`config.mk`:
```
export PLATFORM = sky130hd
export DESIGN_NAME = fed_queue
export DESIGN_NICKNAME = d
export VERILOG_FILES = /design/src/design/fed_pkg.sv /design/src/design/fed_queue.sv
export SDC_FILE = /design/constraint.sdc
export NUM_CORES = 1
export LEC_CHECK = 0
export BUFFER_PORTS_ARGS = -buffer_cell sky130_fd_sc_hd__buf_2
export CAP_MARGIN = 20
export CORE_ASPECT_RATIO = 1.1
export CORE_UTILIZATION = 59
export CTS_BUF_LIST = sky130_fd_sc_hd__clkbuf_2 sky130_fd_sc_hd__clkbuf_4 sky130_fd_sc_hd__clkbuf_8
export CTS_CLUSTER_DIAMETER = 120
export CTS_CLUSTER_SIZE = 16
export DETAILED_ROUTE_END_ITERATION = 16
export PLACE_DENSITY = 0.82
export SLEW_MARGIN = 5
export SYNTH_ARGS = -nofsm -noshare
export SYNTH_HDL_FRONTEND = slang
export SYNTH_SLANG_ARGS = --single-unit
```
`constraint.sdc`:
```
create_clock -name clk -period 3.7 [get_ports clk]
set_clock_uncertainty 0.2 [all_clocks]
set_input_delay 0.37 -clock clk [delete_from_list [all_inputs] [get_ports clk]]
set_output_delay 0.37 -clock clk [all_outputs]
set_load 0.01 [all_outputs]
```
`src/design/fed_pkg.sv`:
```
`default_nettype none
// ----------------------------------------------------------------------------
// fed_pkg
// Shared types and constants of the feedback echo delay: register map,
// configuration and status bundles, fixed-point constants.
// ----------------------------------------------------------------------------
package fed_pkg;

  // Configuration port geometry.
  localparam int CFG_IDX_W  = 2;
  localparam int CFG_DATA_W = 16;

  // Register field widths.
  localparam int GAIN_W  = 16;
  localparam int DELAY_W = 16;
  localparam int COUNT_W = 2;

  // Q2.14 gains: fraction bits and the half-LSB used for rounding.
  localparam int GAIN_FRAC  = 14;
  localparam int ROUND_HALF = 8192;

  // Entries of the queue between front and back.
  localparam int QUEUE_DEPTH = 4;

  // Register indexes on the configuration port.
  typedef enum logic [CFG_IDX_W-1:0] {
    REG_DRY_GAIN      = 2'd0,
    REG_FEEDBACK_GAIN = 2'd1,
    REG_DELAY_LENGTH  = 2'd2,
    REG_CHANNEL_COUNT = 2'd3
  } fed_reg_t;

  // Reset values of the registers.
  localparam logic signed [GAIN_W-1:0] DRY_GAIN_RST      = 16'sd16384;
  localparam logic signed [GAIN_W-1:0] FEEDBACK_GAIN_RST = 16'sd0;
  localparam logic [DELAY_W-1:0]       DELAY_LENGTH_RST  = 16'd0;
  localparam logic [COUNT_W-1:0]       CHANNEL_COUNT_RST = 2'd2;

  // Configuration register bundle.
  typedef struct packed {
    logic signed [GAIN_W-1:0] dry_gain;
    logic signed [GAIN_W-1:0] feedback_gain;
    logic [DELAY_W-1:0]       delay_length;
    logic [COUNT_W-1:0]       channel_count;
  } fed_cfg_t;

  // Status of the back end.
  typedef struct packed {
    logic clearing;
    logic pipe_busy;
  } fed_stat_t;

endpackage
`default_nettype wire

```
`src/design/fed_queue.sv`:
```
`default_nettype none
// ----------------------------------------------------------------------------
// fed_queue
// Short first-in first-out queue that decouples the front from the back.
// ----------------------------------------------------------------------------
module fed_queue #(
  parameter int WIDTH = 59
) (
  input  wire logic             clk,
  input  wire logic             rst_n,
  input  wire logic             push,
  input  wire logic [WIDTH-1:0] push_data,
  output logic                  full,
  input  wire logic             pop,
  output logic                  valid,
  output logic [WIDTH-1:0]      pop_data
);
  import fed_pkg::*;

  localparam int PTR_W = $clog2(QUEUE_DEPTH);
  localparam int CNT_W = $clog2(QUEUE_DEPTH + 1);

  logic [WIDTH-1:0] slot_r [QUEUE_DEPTH];
  logic [PTR_W-1:0] wr_ptr_r;
  logic [PTR_W-1:0] rd_ptr_r;
  logic [CNT_W-1:0] count_r;
  logic             do_push;
  logic             do_pop;

  assign full     = (count_r == CNT_W'(QUEUE_DEPTH));
  assign valid    = (count_r != '0);
  assign pop_data = slot_r[rd_ptr_r];
  assign do_push  = push && !full;
  assign do_pop   = pop && valid;

  // Pointers and fill count.
  always_ff @(posedge clk) begin
    if (!rst_n) begin
      wr_ptr_r <= '0;
      rd_ptr_r <= '0;
      count_r  <= '0;
    end else begin
      if (do_push) begin
        wr_ptr_r <= (wr_ptr_r == PTR_W'(QUEUE_DEPTH - 1)) ? '0 : wr_ptr_r + PTR_W'(1);
      end
      if (do_pop) begin
        rd_ptr_r <= (rd_ptr_r == PTR_W'(QUEUE_DEPTH - 1)) ? '0 : rd_ptr_r + PTR_W'(1);
      end
      if (do_push && !do_pop) begin
        count_r <= count_r + CNT_W'(1);
      end else if (do_pop && !do_push) begin
        count_r <= count_r - CNT_W'(1);
      end
    end
  end

  // Entry storage.
  always_ff @(posedge clk) begin
    if (do_push) begin
      slot_r[wr_ptr_r] <= push_data;
    end
  end

endmodule
`default_nettype wire

```
# --- After elaboration in Yosys (flattened, before gate mapping) ---
# Memories as Yosys holds them, arrays and structs flattened. A register that Yosys moved wholly into a read port is not among the register bits.
# Index checks and enable logic that the tools add are counted.
word_totals:
  ff_bits: 7
  ram_bits: 236
  word_cells: 28
  mem_count: 1
op_classes:
  n_addsub: 4
  n_eq_ne: 3
  mux: 8
  reduce_logical: 9
memory_table:
  columns: ["memory", "depth", "word_bits", "rd", "rd_ports_with_merged_regs", "write_ports", "line", "source"]
  rows:
  - ["slot_r", 4, 59, 1, 1, 1, "fed_queue.sv:23", "logic [WIDTH-1:0] slot_r [QUEUE_DEPTH];"]
ops:
  columns: ["cell", "count"]
  rows:
  - ["2-bit 2-to-1 mux", 4]
  - ["3-bit 2-to-1 mux", 2]
  - ["2-bit by 1-bit adder with 2-bit output, second input constant", 2]
  - ["2-bit equality test, second input constant", 2]
  - ["1-bit logical AND", 4]
  - ["3-bit by 1-bit adder with 3-bit output, second input constant", 1]
  - ["3-bit equality test, second input constant", 1]
  - ["1-bit zero test", 3]
  - ["3-bit nonzero test", 1]
  - ["3-bit by 1-bit subtractor with 3-bit output, second input constant", 1]
  - ["1-bit 2-to-1 mux", 2]
  - ["2-bit nonzero test", 1]

# --- Longest topological paths before layout ---
logic_depth:
  ltp_word: 7
  mapped_depth: 9
  ltp_nobuf: 8

# --- Worst setup path after synthesis ---
# Ideal clock, no wire load.
synth_timing:
  path_type: "flip-flop to flip-flop"
  from: "register count_r[0]"
  to: "memory slot_r[1][0] (enable)"
  arrival_time_ns: 2.299
  setup_slack_ns: 0.778
  stages_incl_launch_ff: 5
  path_buffers: 1
  path_cell_list: "dfxtp_1 > nor3b_1 > nor2b_1 > clkbuf_1 > and2_1"
synth_via:
  elab_chain_len: 5
synth_rtl:
  columns: ["item", "line", "source"]
  rows:
  - ["from (decl)", "fed_queue.sv:26", "logic [CNT_W-1:0] count_r;"]
  - ["from (signal assigned)", "fed_queue.sv:50", "count_r <= count_r + CNT_W'(1);"]
  - ["from (signal assigned)", "fed_queue.sv:52", "count_r <= count_r - CNT_W'(1);"]
  - ["3-bit equality test", "fed_queue.sv:30", "assign full = (count_r == CNT_W'(QUEUE_DEPTH));"]
  - ["named net full", "fed_queue.sv:13", "output logic full,"]
  - ["1-bit zero test", "fed_queue.sv:33", "assign do_push = push && !full;"]
  - ["1-bit logical AND", "fed_queue.sv:33", null]
  - ["named net do_push", "fed_queue.sv:27", "logic do_push;"]
  - ["1-bit 2-to-1 mux", "fed_queue.sv:59", "if (do_push) begin"]
  - ["1-bit 2-to-1 mux (not written as such)", "fed_queue.sv:60", "slot_r[wr_ptr_r] <= push_data;"]
  - ["to (decl)", "fed_queue.sv:23", null]
# The timed path passes the listed nets, and every way through them passes these cells.

==> metrics <==
1st-pass router iterations 4; first-iteration detailed-routing DRC count 248; WP data required 3.13 ns; gr usage total 0.208; RSZ-0062 raised after global routing false; Root Buffer clkbuf_8; worst vdd ir 482 µV; CP Class flop to output pin; min Tclk post-route 2.87 ns; boundary pin count 124; final hold vios 0; CP arrival 2.30 ns; Syn-to-layout area delta 19.1%; Max clock buf depth 3; FP Rows 46; synthesized net count 430; Worst Setup End Kind output pin; reg2reg end count_r[2]; # fillers 860; gpl congestion 0.677; Post-Route Setup TNS 0 ns; count of pins over their slew limit 0; H-tree Lvls 1; DP Worst Slack 1.07 ns; Post-CTS Setup Bufs 0; Worst setup SP type flop; vias 4,282; die width 120 µm; largest net degree at the start of global routing 60; first-pass GRT wire length 24,500 µm; WL final 15,800 µm; R2R Setup Slk 1.06 ns; DRC Markers 0; fmax 0.348 GHz; Max-cap violations 0; Finished Cell Area 10,700 µm²; drt wl/cell 21.0 µm; number of nets with antenna violations after routing 0; DIE HEIGHT 132 µm; Worst-Margin Slew 0.918 ns; clk_lat worst skew 0.50 ns; Synth Register Bits 245; hold wc startpoint pop; Post-DP Area 9800 µm²; grt ovf 0; starting density of the core 0.613; min-delay worst type primary input to flop; IO Port Bufs 123; Sink Count 245; power per cell area 599 nW/µm²; setup ws final 0.830 ns; number of global-route vias before repair 4,674; status completed; post-DP HPWL 8720 µm; Core ar. 14,700 µm²; antenna violations before repair 1; period utilization 0.776; Critical Path Fanout Max 30; Register-to-Register Path Depth 8; Worst R2R Start count_r[0]; CTS buffer count 19; Gates resized, CTS repair 0; die area 15,800 µm²; Finish-stage setup viols 0; Syn Inst Count 360; share of cells above drive strength 1 0.394; Syn. warnings 0; max_slew headroom 0.388; DR vias/cell 5.69; Distinct cells, synth 24; final net count 624; CTS tree done; LEAKAGE 3.63 nW; Seq/Total Area, Yosys 0.807; Worst-path clk slew 0.09 ns; Mean Syn Cell Area 25.0 µm²; WHS Path Cells 3; Synth Cell Area 9000 µm²
cell families (layout without fill, tap and decap cells):
logic type | count (synthesis) | after routing | synth area share
flip-flops | 245 | 245 | 0.807
multiplexers | 62 | 62 | 0.151
AND/OR/NAND/NOR | 20 | 20 | 0.0115
buffers and inverters | 19 | 218 | 0.0145
adder cells (fa/ha/maj) | 7 | 7 | 0.0106
AO/OA/AOI/OAI | 5 | 5 | 0.00334
XOR/XNOR | 2 | 2 | 0.00195
other | 0 | 1 | 0
cells in the mapped netlist (all sizes together):
master | n | area, µm²
mux2i | 3 | 30.0
clkbuf | 6 | 22.5
xnor2 | 1 | 8.76
dfxtp | 9 | 180
nand2 | 6 | 22.5
fa | 1 | 20.0
ha | 6 | 75.1
buf | 10 | 96.3
and2 | 5 | 31.3
xor2 | 1 | 8.76
nor2b | 2 | 12.5
nor3b | 1 | 7.51
o31ai | 1 | 7.51
nor2 | 2 | 7.51
or3 | 2 | 12.5
nand3 | 2 | 10.0
o21ai | 3 | 15.0
a21boi | 1 | 7.51
mux4 | 59 | 1330
edfxtp | 236 | 7090
inv | 3 | 11.3
state kept, by name (all words and copies together) (netlist names), named ones only:
register  count
slot_r      236
rd_ptr_r      2
wr_ptr_r      2
count_r       3
what timing repair did:
action	CTS	global route
setup endpoints to repair	0	0
endpoints found under the hold margin	237	0
hold buffers	60	0
through the flow:
step                 util  hold WS [ns]  total power [mW]  cells
finish              0.731         0.104              6.43    752
global route        0.731         0.122              6.72    752
CTS                 0.731        0.0731              6.51    751
detailed placement  0.668         0.313              5.14    665
global placement    0.668         0.278              5.08    665
floorplan               -         0.268              4.61    360
worst max-delay path by stage:
stage / start / endpoint / slack, ns
global placement: count_r[0] / count_r[2] / 1.25
floorplan: count_r[0] / slot_r[1][0] / 0.78
detailed placement: count_r[0] / count_r[2] / 1.07
finish: flop / pop_data[13] / 0.83
global route: flop / pop_data[9] / 0.65
CTS: flop / pop_data[13] / 0.70
critical path, stage by stage, from the launching register on:
cell and delay (ns):
dfxtp_4 0.74, buf_4 0.36, mux4_2 0.54, buf_2 0.15
area by class of cell:
cell class                 count  area (µm²)  area share
inverter                       3        11.3     0.00105
sequential                   245        7270       0.678
clock inverter                 1        16.3     0.00152
clock buffer                  25         307      0.0286
antenna                        1        2.50    0.000233
tap                          192         240      0.0224
multi-input combinational     96        1620       0.151
timing repair buffer         189        1260       0.118
routing by layer:
| layer | global-route usage | up-vias | part of all wire | wire length [µm] |
|---|---|---|---|---|
| met3 | 0.0408 | 30 | 0.061 | 960 |
| li1 | - | 1901 | - | - |
| met5 | 0 | - | 0 | 0 |
| met4 | 0.0701 | 0 | 0.024 | 382 |
| met1 | 0.261 | 2204 | 0.39 | 6210 |
| met2 | 0.363 | 147 | 0.52 | 8260 |
power breakdown:
group	internal, mW	total [mW]	switching [mW]
Combinational	0.794	1.54	0.744
Sequential	3.38	3.56	0.177
Clock	0.541	1.33	0.789
Total	4.72	6.43	1.71
cell usage in the layout (no fill, tap or decap), types with 2 or more instances in the layout:
| cell type | instances |
|---|---|
| edfxtp_1 | 236 |
| buf_2 | 123 |
| dlygate4sd3_1 | 60 |
| mux4_2 | 59 |
| clkbuf_8 | 19 |
| dfxtp_1 | 7 |
| nand2_1 | 6 |
| ha_1 | 6 |
| clkbuf_4 | 6 |
| buf_4 | 6 |
| and2_4 | 4 |
| inv_1 | 3 |
| mux2i_1 | 3 |
| o21ai_0 | 3 |
| nor2b_1 | 2 |
| or3_1 | 2 |
| nor2_1 | 2 |
| nand3_1 | 2 |
No activity file was read; power rests on OpenSTA's default activity.
