**src/design/fed_pkg.sv**
```systemverilog
`default_nettype none
// ----------------------------------------------------------------------------
// fed_pkg
// Shared types and constants of the feedback echo delay: register map,
// configuration and status bundles, fixed-point constants.
// ----------------------------------------------------------------------------
package fed_pkg;

  // Configuration port geometry.
  localparam int CFG_IDX_W  = 2;
  localparam int CFG_DATA_W = 16;

  // Register field widths.
  localparam int GAIN_W  = 16;
  localparam int DELAY_W = 16;
  localparam int COUNT_W = 2;

  // Q2.14 gains: fraction bits and the half-LSB used for rounding.
  localparam int GAIN_FRAC  = 14;
  localparam int ROUND_HALF = 8192;

  // Entries of the queue between front and back.
  localparam int QUEUE_DEPTH = 4;

  // Register indexes on the configuration port.
  typedef enum logic [CFG_IDX_W-1:0] {
    REG_DRY_GAIN      = 2'd0,
    REG_FEEDBACK_GAIN = 2'd1,
    REG_DELAY_LENGTH  = 2'd2,
    REG_CHANNEL_COUNT = 2'd3
  } fed_reg_t;

  // Reset values of the registers.
  localparam logic signed [GAIN_W-1:0] DRY_GAIN_RST      = 16'sd16384;
  localparam logic signed [GAIN_W-1:0] FEEDBACK_GAIN_RST = 16'sd0;
  localparam logic [DELAY_W-1:0]       DELAY_LENGTH_RST  = 16'd0;
  localparam logic [COUNT_W-1:0]       CHANNEL_COUNT_RST = 2'd2;

  // Configuration register bundle.
  typedef struct packed {
    logic signed [GAIN_W-1:0] dry_gain;
    logic signed [GAIN_W-1:0] feedback_gain;
    logic [DELAY_W-1:0]       delay_length;
    logic [COUNT_W-1:0]       channel_count;
  } fed_cfg_t;

  // Status of the back end.
  typedef struct packed {
    logic clearing;
    logic pipe_busy;
  } fed_stat_t;

endpackage
`default_nettype wire

```
**src/design/fed_front.sv**
```systemverilog
`default_nettype none
// ----------------------------------------------------------------------------
// fed_front
// Classifies each accepted sample: resolves its channel, computes the write
// slot and the tap slot in the echo memory, and advances the frame position.
// ----------------------------------------------------------------------------
module fed_front #(
  parameter int BUFFER_DEPTH = 65536,
  parameter int CHANNELS     = 2,
  parameter int SAMPLE_WIDTH = 24,
  localparam int MEM_DEPTH   = BUFFER_DEPTH * CHANNELS,
  localparam int ADDR_W      = $clog2(MEM_DEPTH),
  localparam int ENTRY_W     = SAMPLE_WIDTH + 2 * ADDR_W + 1
) (
  input  wire logic                    clk,
  input  wire logic                    rst_n,
  input  wire fed_pkg::fed_cfg_t       cfg,
  input  wire logic                    accept,
  input  wire logic [SAMPLE_WIDTH-1:0] in_sample,
  input  wire logic                    in_channel,
  output logic [ENTRY_W-1:0]           item
);
  import fed_pkg::*;

  localparam int POS_W = $clog2(BUFFER_DEPTH);
  localparam int CH_W  = (CHANNELS > 1) ? $clog2(CHANNELS) : 1;
  localparam int CNT_W = $clog2(CHANNELS + 1);
  localparam int CMP_W = (CNT_W > COUNT_W) ? CNT_W : COUNT_W;
  localparam int FW    = ((POS_W + 1 > DELAY_W) ? POS_W + 1 : DELAY_W) + 1;

  logic [POS_W-1:0]  pos_r;
  logic [POS_W-1:0]  pos_nxt;
  logic [CH_W-1:0]   ch;
  logic [CMP_W-1:0]  cnt_raw;
  logic [CMP_W-1:0]  cnt_eff;
  logic              last_ch;
  logic [FW-1:0]     delay_ext;
  logic [FW-1:0]     depth_ext;
  logic [FW-1:0]     d_eff;
  logic [FW-1:0]     from_sum;
  logic [POS_W-1:0]  from_pos;
  logic [ADDR_W-1:0] to_addr;
  logic [ADDR_W-1:0] from_addr;
  logic              self_tap;

  // Channel and effective channel count.
  always_comb begin
    ch      = (CHANNELS > 1) ? CH_W'(in_channel) : '0;
    cnt_raw = CMP_W'(cfg.channel_count);
    if (cnt_raw == '0) begin
      cnt_eff = CMP_W'(1);
    end else if (cnt_raw > CMP_W'(CHANNELS)) begin
      cnt_eff = CMP_W'(CHANNELS);
    end else begin
      cnt_eff = cnt_raw;
    end
    last_ch = (CMP_W'(ch) == cnt_eff - CMP_W'(1));
  end

  // Tap position: delay saturated to the depth, then wrapped once.
  always_comb begin
    delay_ext = FW'(cfg.delay_length);
    depth_ext = FW'(BUFFER_DEPTH);
    d_eff     = (delay_ext > depth_ext) ? depth_ext : delay_ext;
    from_sum  = FW'(pos_r) + depth_ext - d_eff;
    if (from_sum >= depth_ext) begin
      from_pos = POS_W'(from_sum - depth_ext);
    end else begin
      from_pos = POS_W'(from_sum);
    end
    self_tap  = (from_pos == pos_r);
    to_addr   = ADDR_W'(pos_r) * ADDR_W'(CHANNELS) + ADDR_W'(ch);
    from_addr = ADDR_W'(from_pos) * ADDR_W'(CHANNELS) + ADDR_W'(ch);
    item      = {self_tap, from_addr, to_addr, in_sample};
  end

  // Frame position moves on after the last channel in use.
  always_comb begin
    if (pos_r == POS_W'(BUFFER_DEPTH - 1)) begin
      pos_nxt = '0;
    end else begin
      pos_nxt = pos_r + POS_W'(1);
    end
  end

  always_ff @(posedge clk) begin
    if (!rst_n) begin
      pos_r <= '0;
    end else if (accept && last_ch) begin
      pos_r <= pos_nxt;
    end
  end

endmodule
`default_nettype wire

```
**config.mk**
```make
export PLATFORM = sky130hd
export DESIGN_NAME = fed_front
export DESIGN_NICKNAME = d
export VERILOG_FILES = /design/src/design/fed_pkg.sv /design/src/design/fed_front.sv
export SDC_FILE = /design/constraint.sdc
export NUM_CORES = 1
export LEC_CHECK = 0
export ABC_AREA = 1
export BUFFER_PORTS_ARGS = -buffer_cell sky130_fd_sc_hd__buf_2
export CAP_MARGIN = 20
export CORE_AREA = 2 2 80 82
export CTS_BUF_LIST = sky130_fd_sc_hd__clkbuf_4 sky130_fd_sc_hd__clkbuf_8 sky130_fd_sc_hd__clkbuf_16
export CTS_CLUSTER_SIZE = 10
export DETAILED_ROUTE_END_ITERATION = 10
export DIE_AREA = 0 0 82 84
export PLACE_DENSITY = 0.76
export SYNTH_ARGS = -nofsm -noshare
export SYNTH_HDL_FRONTEND = slang
export SYNTH_SLANG_ARGS = --single-unit
```
**constraint.sdc**
```tcl
create_clock -name clk -period 2.4 [get_ports clk]
set_input_delay 0.24 -clock clk [delete_from_list [all_inputs] [get_ports clk]]
set_output_delay 0.24 -clock clk [all_outputs]
set_load 0.05 [all_outputs]
```
Yosys cells after proc, flatten, opt, wreduce, memory -nomap -nowiden
Index checks and enable logic that the tools add are counted.
W data, S select, Z words.
{"block": "totals", "inputBits": 78, "out_inout_bits": 59, "reg_bits": 16, "wordCells": 19}
{"block": "op_classes", "reduce_logical": 2, "n_eq_ne": 3, "add_sub_neg": 7, "n_mux": 4, "order_cmp": 2}
{"cell": "$add A17 B1 Y17", "n": 2}
{"cell": "$mux W16", "n": 2}
{"cell": "$add A16 B17 Y18 const B", "n": 1}
{"cell": "$ge A18 B17 Y1 const B", "n": 1}
{"cell": "$sub A18 B16 Y18", "n": 1}
{"cell": "$add A16 B1 Y16 const B", "n": 1}
{"cell": "$eq A16 B16 Y1", "n": 1}
{"cell": "$eq A16 B16 Y1 const B", "n": 1}
{"cell": "$sub A16 B1 Y16 const B", "n": 1}
{"cell": "$mux W2", "n": 2}
{"cell": "$eq A1 B2 Y1", "n": 1}
{"cell": "$gt A2 B2 Y1 const B", "n": 1}
{"cell": "$logic_not A2 Y1", "n": 1}
{"cell": "$sub A2 B1 Y2 const B", "n": 1}
{"cell": "$logic_and A1 B1 Y1", "n": 1}

Longest topological paths before layout
{"block": "logic_depth", "depth_word": 6, "mapped_depth": 18, "mapped_depth_nobuf": 17}

Worst setup path before layout
No wires, ideal clock.
{"block": "synth_path", "path_type": "reg-to-output", "from": "register pos_r[0]", "to": "output port item[58]", "t_required_ps": 2160, "path_stages_with_launch": 16, "n_path_buf": 1, "arrival_ps": 3277, "path_slack_ps": -1117, "cell_sequence": "dfxtp_1 -> inv_1 -> ha_1 -> fa_1 -> xnor2_1 -> nand2_1 -> a21oi_1 -> nand2_1 -> inv_1 -> nand2_1 -> nor2_1 -> nand3_1 -> nor2_1 -> nand2_1 -> nor2_2 -> buf_4"}
{"block": "synth_between", "elab_chain_len": 5, "elab_cells_between_ends": 6, "classes_between": "3 x add/sub; 1 x order compare; 1 x eq/ne; 1 x mux"}
{"item": "start: declaration", "line": "fed_front.sv:31", "text": "logic [POS_W-1:0] pos_r;"}
{"item": "start signal: assignment", "line": "fed_front.sv:90", "text": "pos_r <= pos_nxt;"}
{"item": "$add A16 B17 Y18", "line": "fed_front.sv:65", "text": "from_sum = FW'(pos_r) + depth_ext - d_eff;"}
{"item": "$sub A18 B16 Y18", "line": "fed_front.sv:65"}
{"item": "$sub A16 B1 Y16 / $ge A18 B17 Y1 (equally long branches)", "line": "fed_front.sv:67, fed_front.sv:66"}
{"item": "$mux W16", "line": "fed_front.sv:66", "text": "if (from_sum >= depth_ext) begin"}
{"item": "$eq A16 B16 Y1 (*)", "line": "fed_front.sv:71", "text": "self_tap = (from_pos == pos_r);"}
{"item": "end: declaration", "line": "fed_front.sv:21", "text": "output logic [ENTRY_W-1:0] item"}
Mark *: on every way between the ends. The rest lies on a longest branch, timed or not.

Worst setup path after layout
Ends and elaborated chain as after synthesis.

==> run metrics <==
final setup fails=2; Rows=29; HP Start=rst_n; Final ANT Viol Nets=0; Max Clk Rate=0.371 GHz; Cells after Synth=402; vias in the first global route=2598; Clock Tree Root=clkbuf_8; Skew-Pair Late Insertion Delay=250 ps; layout cells sized above 1=39.2%; post-synth cell types=36; initial antenna violation count=0; largest net degree at the start of global routing=10; drt total wl=7.05 mm; worst slew pin tran=333 ps; crit start category=flop; WS Path Type=reg -> out; setup TNS=-298 ps; CP Cell Sequence=inv_2 -> ha_4 -> fa_2 -> inv_2 -> buf_4 -> nand2_1 -> nand3_2 -> nand3_1 -> nand3_1 -> nand2_2 -> nand2_1 -> nand3_1 -> nor2_1 -> nand2_1 -> nor2_2 -> buf_6; Hold Path Depth=3; CTS tree=built; GRT Resource Usage Total=19.5%; Post-Synthesis Net Count=498; synthesized area=2390 um2; Crit-path slowest cell=fa_2; worst flop-to-flop path startpoint=pos_r[0]$_SDFFE_PN0P_; DIE AREA=6890 um2; GPL Wtd Cong=0.896; drt wl/cell=12.6 um; Final WS setup=-296 ps; largest reg by FF count=pos_r; clock sink total=16; Yosys warning count=0; PortBufs=55; Ant. Diodes=0; drt drc=0; max incr delay on CP=370 ps; worst hold path type=in -> reg; worst vdd ir=0.000188 V; Hold Buf Count CTS=0; PwrDens=279 nW/um2; starting DRC count in detailed routing=151; run status=finished, violations left; worst endpoint required time=2160 ps; fin cells=559; Power, Total=0.928 mW; RSZ-0062 raised after global routing=true; core area=6100 um2; Cells after DPL=555; max FFs per register=16; fin nets=579; routed vias/inst=4.87; leakage power=1.77 nW; # Max-Cap Violations=0; slew margin rel.=77.8%; CP max FO=3; Final Hold Vio Count=0; global-route wire length before repair=10.8 mm; violated checks=setup timing; initial core utilization=39.1%; Post-CTS Repair Setup Buffers=0; Area growth syn-to-layout=39.4%; CTS Buffer Depth=2; Worst Setup End Kind=output port; Die Ht=84 um; IO Count=137; Final Cycle Share=112%; fin crit period=2700 ps; Pre-antenna DRT Iters=5; biggest regs=pos_r: 16 flops; Seq cells post-synth=16; sequential fraction of the synthesis area=13.4%; final clock skew=2.63 ps; Worst EP arrival=2460 ps; CTS buffer count=3; Worst Setup SP=pos_r[0]$_SDFFE_PN0P_; Fill cells=566; htree depth=1; Detail Placement HPWL=5.48 mm; Die X=82 um; Reg2Reg Depth=10; Pins Over Slew Limit=0; synthesized area per cell=5.94 um2; Vias=2720; clk slew on worst S/H paths=60 ps; grt total ovfl=0
==> stage by stage <==
| stage | util [%] | setup slack, ps | instance area, um2 | hold WS, ps |
|---|---|---|---|---|
| 2_1_floorplan | - | -277 | 2470 | 424 |
| 3_3_place_gp | 49.2 | -158 | 3000 | 480 |
| 3_5_place_dp | 49.2 | -166 | 3000 | 480 |
| 4_1_cts | 51.9 | -272 | 3170 | 316 |
| 5_1_grt | 54.6 | -455 | 3330 | 332 |
| 6_report | 54.6 | -296 | 3330 | 309 |
==> cell families after synthesis <==
kind of cell             after synthesis  synth area share [%]
adder cells (fa/ha/maj)               18                  9.75
AO/OA/AOI/OAI                         34                  9.07
buffers and inverters                104                  20.9
XOR/XNOR                              11                  4.93
AND/OR/NAND/NOR                      219                  41.9
flip-flops                            16                  13.4
==> placed cells by master, fill, tap and decap left out, drive strengths merged, types with 2 or more instances in the layout <==
master  Yosys  routed
nand2     123     123
clkinv      3       2
clkbuf      0       4
nor3       11      11
xor2        7       7
dfxtp      16      16
buf        28     104
nor2       32      32
inv        73      74
nand3      43      43
ha         17      17
nand4       5       5
a21oi      23      23
o21ai       5       5
a31oi       2       2
xnor2       3       3
==> synth_stat cells (all sizes together) <==
| cell type | count | share of area [%] |
|---|---|---|
| a31oi | 2 | 0.52 |
| xnor2 | 3 | 1.1 |
| nor3 | 11 | 2.7 |
| clkinv | 3 | 0.47 |
| nand3b | 1 | 0.31 |
| nor2 | 32 | 5.5 |
| nand3 | 43 | 9.4 |
| o21bai | 1 | 0.31 |
| ha | 17 | 8.9 |
| xnor3 | 1 | 0.94 |
| a211oi | 1 | 0.31 |
| a21oi | 23 | 6.2 |
| nand4 | 5 | 1.3 |
| and3 | 1 | 0.26 |
| nand2 | 123 | 22 |
| xor2 | 7 | 2.9 |
| buf | 28 | 9.0 |
| o21a | 1 | 0.31 |
| a21o | 1 | 0.31 |
| nor3b | 1 | 0.31 |
| fa | 1 | 0.84 |
| and2 | 1 | 0.26 |
| o21ai | 5 | 1.0 |
| dfxtp | 16 | 13 |
| inv | 73 | 11 |
| nor4 | 1 | 0.26 |
==> area by class of cell <==
cell class,count,area (um2),area share (%)
multi-input cells,282,1870,56.1
clock buffers,4,55.1,1.65
flip-flops and latches,16,333,10.0
repair buffers,104,691,20.8
inverters,76,285,8.57
well taps,77,96.3,2.90
==> final timing paths <==
path	endpoint	slack, ps
setup / recovery	item[58]	-300
setup reg to reg	pos_r[10]$_SDFFE_PN0P_	430
hold reg to reg	pos_r[14]$_SDFFE_PN0P_	580
hold / removal	pos_r[12]$_SDFFE_PN0P_	310
==> critical path, delay by kind of cell, from the launching register on <==
family | cells | cell delay (ps)
adder cells (fa/ha/maj) | 2 | 520
flip-flops | 1 | 340
buffers and inverters | 4 | 440
AND/OR/NAND/NOR | 10 | 890
==> what timing repair did <==
action	4_1_cts	5_1_grt
resized for setup	26	36
gates cloned	0	0
pin swaps	3	4
endpoints found under the setup margin	6	6
==> where the power goes <==
part	internal [mW]	switching [mW]	total [mW]
combinational	0.157	0.264	0.421
clock	0.145	0.0914	0.237
sequential	0.268	0.00169	0.270
==> layer usage <==
layer | wire, um | track usage (%) | vias to the layer above
li1 | - | - | 1399
met3 | 362 | 0.974 | 6
met5 | 0 | 0 | -
met2 | 3690 | 37.3 | 79
met1 | 2940 | 22.9 | 1236
met4 | 57 | 4.70 | 0
Note: power is estimated with default switching activity, not from simulation.
